<file path="config.mk">
export PLATFORM = sky130hd
export DESIGN_NAME = rcbm_ram
export DESIGN_NICKNAME = d
export VERILOG_FILES = /design/src/sv/rcbm_ram.sv
export SDC_FILE = /design/constraint.sdc
export NUM_CORES = 1
export LEC_CHECK = 0
export ABC_AREA = 1
export BUFFER_PORTS_ARGS = -buffer_cell sky130_fd_sc_hd__buf_2
export CAP_MARGIN = 20
export CORE_ASPECT_RATIO = 0.9
export CORE_MARGIN = 4
export CORE_UTILIZATION = 66
export CTS_CLUSTER_SIZE = 28
export DETAILED_ROUTE_END_ITERATION = 6
export HOLD_SLACK_MARGIN = 0.05
export PLACE_DENSITY_LB_ADDON = 0.3
export REMOVE_ABC_BUFFERS = 1
export SKIP_CTS_REPAIR_TIMING = 1
export SYNTH_ARGS = -nofsm -noshare
export SYNTH_HDL_FRONTEND = slang
export SYNTH_SLANG_ARGS = --single-unit
</file>
<file path="constraint.sdc">
create_clock -name i_clk -period 2.2 [get_ports i_clk]
set_input_delay 0.11 -clock i_clk [delete_from_list [all_inputs] [get_ports i_clk]]
set_output_delay 0.11 -clock i_clk [all_outputs]
set_load 0.02 [all_outputs]
</file>
<file path="src/sv/rcbm_ram.sv">
// Generic single-port synchronous RAM with a registered read.
`default_nettype none

module rcbm_ram #(
    parameter int WIDTH = 8,
    parameter int DEPTH = 16,
    localparam int AW = (DEPTH > 1) ? $clog2(DEPTH) : 1
) (
    input  wire logic             i_clk,
    input  wire logic             i_we,
    input  wire logic [AW-1:0]    i_addr,
    input  wire logic [WIDTH-1:0] i_wdata,
    output logic      [WIDTH-1:0] o_rdata
);

    logic [WIDTH-1:0] r_mem [DEPTH];

    always_ff @(posedge i_clk) begin
        if (i_we) begin
            r_mem[i_addr] <= i_wdata;
        end
        o_rdata <= r_mem[i_addr];
    end

endmodule

`default_nettype wire
</file>
# --- After elaboration in Yosys (flattened, before gate mapping) ---
# Memories as Yosys holds them, arrays and structs flattened. A register that Yosys moved wholly into a read port is not among the register bits.
# Cells that the tools add are included.
totals:
  ff_bits: 0
  elab_cells: 3
  out_inout_bits: 8
  ram_bits: 128
  memories: 1
  inputBits: 14
op_classes:
  mux: 2
memory_table:
  columns: ["name", "depth", "word_bits", "rd", "rd_clocked_by_memory_dff", "write_ports", "line", "text"]
  rows:
  - ["r_mem", 16, 8, 1, 1, 1, "16", "logic [WIDTH-1:0] r_mem [DEPTH];"]
ops:
  columns: ["cell", "n"]
  rows:
  - ["$mux W1", 2]

# --- Longest topological paths before layout ---
logic_depth:
  depth_word: 2
  mapped_depth: 11
  mapped_depth_nobuf: 9

# --- Worst setup path after synthesis ---
# OpenSTA, ideal clock, no wires.
synth_path:
  kind: "in2reg"
  start: "in i_addr[1]"
  end: "mem r_mem[3][0], enable pin"
  slack_ps: 713
  arrival_ps: 1117
  path_buffers: 2
  required_time_ps: 1830
  setup_time_ps: 370
  path_stages: 4
  path_cell_list: "buf_2 > clkbuf_1 > nand3_1 > nor2_1"
synth_lines:
  columns: ["element", "line", "text"]
  rows:
  - ["from (decl)", "11", "input wire logic [AW-1:0] i_addr,"]
  - ["to (decl)", "16", null]
# Straight into the memory's write port.

# --- Worst setup path in the final report ---
layout_path:
  start: "reg o_rdata[6] (read register of r_mem)"
  end: "out o_rdata[6]"
layout_lines:
  columns: ["element", "line", "text"]
  rows:
  - ["from (decl)", "13", "output logic [WIDTH-1:0] o_rdata"]
# No word-level cell between the ends.

==> summary.txt <==
Status
  • Outcome: finished clean

Pwr
  • Pleak: 2.86 nW
  • VDD IR max: 0.000855 V
  • Power per standard cell area: 944 nW/µm²

Route
  • DR vias: 3806
  • DR DRC count: 0
  • Initial DRC count: 355
  • Antenna-violating nets left: 0
  • WL/cell: 17.6 µm
  • Total Wirelength: 12.5 mm
  • Via/cell ratio: 5.37
  • DRT Pass-1 Iters: 5

Logic synthesis
  • Post-synth cell types: 11
  • Synth Cell Area: 5590 µm²
  • Top-area cell type share of the netlist area: 68.7%
  • Syn avg cell area: 10.2 µm²
  • Leading area contributor after synthesis: edfxtp_1
  • Synth Register Bits: 136
  • Top cells by area, synth: edfxtp_1 69%, nand2_1 23%, dfxtp_1 2.9%, inv_1 1.4%, nor2_1 1.2%
  • Synth Instances: 548
  • Yosys warning count: 0
  • Register area share after synthesis: 71.6%

Floorplan
  • Die X: 105 µm
  • FP Rows: 31
  • Die H: 95.3 µm
  • Die ar.: 10000 µm²
  • Core Area: 8150 µm²
  • Starting Density: 68.7%
  • Ports: 22

Layout
  • Commonest non-fill, non-tap cell in the layout: nand2_1
  • Number of fill cells in the layout: 451
  • Final cell utilization of the core: 80.4%
  • Nets: 611
  • P&R area growth vs syn: 17.1%
  • Commonest non-fill, non-tap cells in the layout: 346 x nand2_1, 128 x edfxtp_1, 22 x buf_4, 21 x inv_1, 21 x buf_2
  • Antenna diodes: 0
  • Layout cells sized above 1: 11.8%

STA
  • Final-report hold violation count: 0
  • Final setup fails: 0
  • Worst-margin pin slew: 0.747 ns
  • Share of the clock period used by the worst path: 50.5%
  • Final min period: 1.11 ns
  • Fin. max-slew vios: 0
  • Rel. slew slack: 50.0%
  • TNS Setup: 0 ns
  • Clock skew: 0.00776 ns
  • Worst Slack Setup Final: 1.09 ns
  • RSZ-0062 raised after global routing: no
  • Achievable frequency: 0.900 GHz

Clock network
  • Worst skew pair latency: 0.53 ns
  • CTS Sinks: 136
  • Htree depth: 4
  • Worst-path clk slew: 0.06 ns
  • CTS buffer count: 17
  • CTS tree: built
  • Maximum clock path buffer count: 2
  • Root Buffer: clkbuf_8

Critical path
  • CP max stage cell: dfxtp_1
  • WP buf/inv: 1
  • Critical Path RT: 2.09 ns
  • Crit Path Max Fanout: 1
  • CP arrival: 1.00 ns
  • Crit Path Category: flop to primary output
  • Worst path cell trace: buf_2
  • Crit path largest cell delay: 0.32 ns
  • Startpoint types: flop
  • Top Family by Delay on Critical Path: flip-flops
  • CP Capture Type: primary output

GRT
  • Initial antenna violation count: 0
  • Largest net degree at the start of global routing: 37
  • First-pass GRT wire length: 19.6 mm
  • Total grt overflow: 0
  • Vias in the first global route: 3735
  • Global Route Usage Sum: 26.8%

Placement
  • Hpwl dp: 7.47 mm
  • Port Buffers: 21
  • Post-Place Worst Slack: 0.616 ns
  • Final RePlAce weighted congestion: 0.846

Min path
  • Hold Path Class: input pin to flop

Job
  • Max-cap violations: 0
-- cells by family after synthesis --
kind of cell	count (synthesis)	share of synthesized area (%)
DFF	136	71.6
buffers and inverters	44	3.62
and+or+nand+nor	368	24.8
-- sequential cells by signal (all words and copies together) (netlist names) --
signal,flops
o_rdata,8
r_mem,128
-- final cells by class --
cell class                 instances  area, µm²  share of cell area, %
clock inverter                    12        175                   2.67
clock buffer                      20        425                   6.49
sequential                       136       4000                   61.1
multi-input combinational        368       1390                   21.2
inverter                          23       86.3                   1.32
timing repair buffer              51        350                   5.35
tap                               99        124                   1.89
-- worst min-delay path, stage by stage --
cell and delay [ns]:
buf_2 0.10, nor2_1 0.04, buf_4 0.15, nand2_1 0.07, nand2_1 0.04, inv_1 0.04
nand2_1 0.04
-- metrics by stage --
step	hold WS, ns	power [mW]	instances	instance area [µm²]
after floorplan	0.209	3.15	527	5480
after global placement	0.526	3.32	669	5870
after detailed placement	0.526	3.33	669	5870
after CTS	-0.00858	6.20	701	6470
after global routing	0.148	6.38	709	6550
final	0.110	6.18	709	6550
-- report_power, final --
part / switching, mW / internal [mW] / total [mW]
registers: 0.0161 / 2.90 / 2.91
clock network: 1.05 / 1.84 / 2.88
logic: 0.276 / 0.110 / 0.385
-- metal layers --
metal | wire, µm | GRT usage, %
met1 | 5130 | 34.9
met2 | 6030 | 43.3
met5 | 0 | 0
met4 | 243 | 11.4
met3 | 1100 | 7.31
-- cell usage after synthesis --
| cell type | instances |
|---|---|
| buf_2 | 12 |
| buf_4 | 6 |
| clkbuf_1 | 3 |
| clkinv_1 | 1 |
| dfxtp_1 | 8 |
| edfxtp_1 | 128 |
| inv_1 | 21 |
| inv_2 | 1 |
| nand2_1 | 346 |
| nand3_1 | 4 |
| nor2_1 | 18 |
-- path summary, 6_finish.rpt --
| check | startpoint | end | slack, ns | cells after the start |
|---|---|---|---|---|
| worst min-delay path | i_addr[2] | o_rdata[3] | 0.11 | 7 |
| worst max-delay path | o_rdata[6] | o_rdata[6] | 1.09 | 1 |
| worst max register to register | r_mem[10][0] | o_rdata[0] | 1.09 | 8 |
| worst min register to register | r_mem[4][0] | o_rdata[0] | 0.72 | 8 |
(Power assumes the default switching activity.)
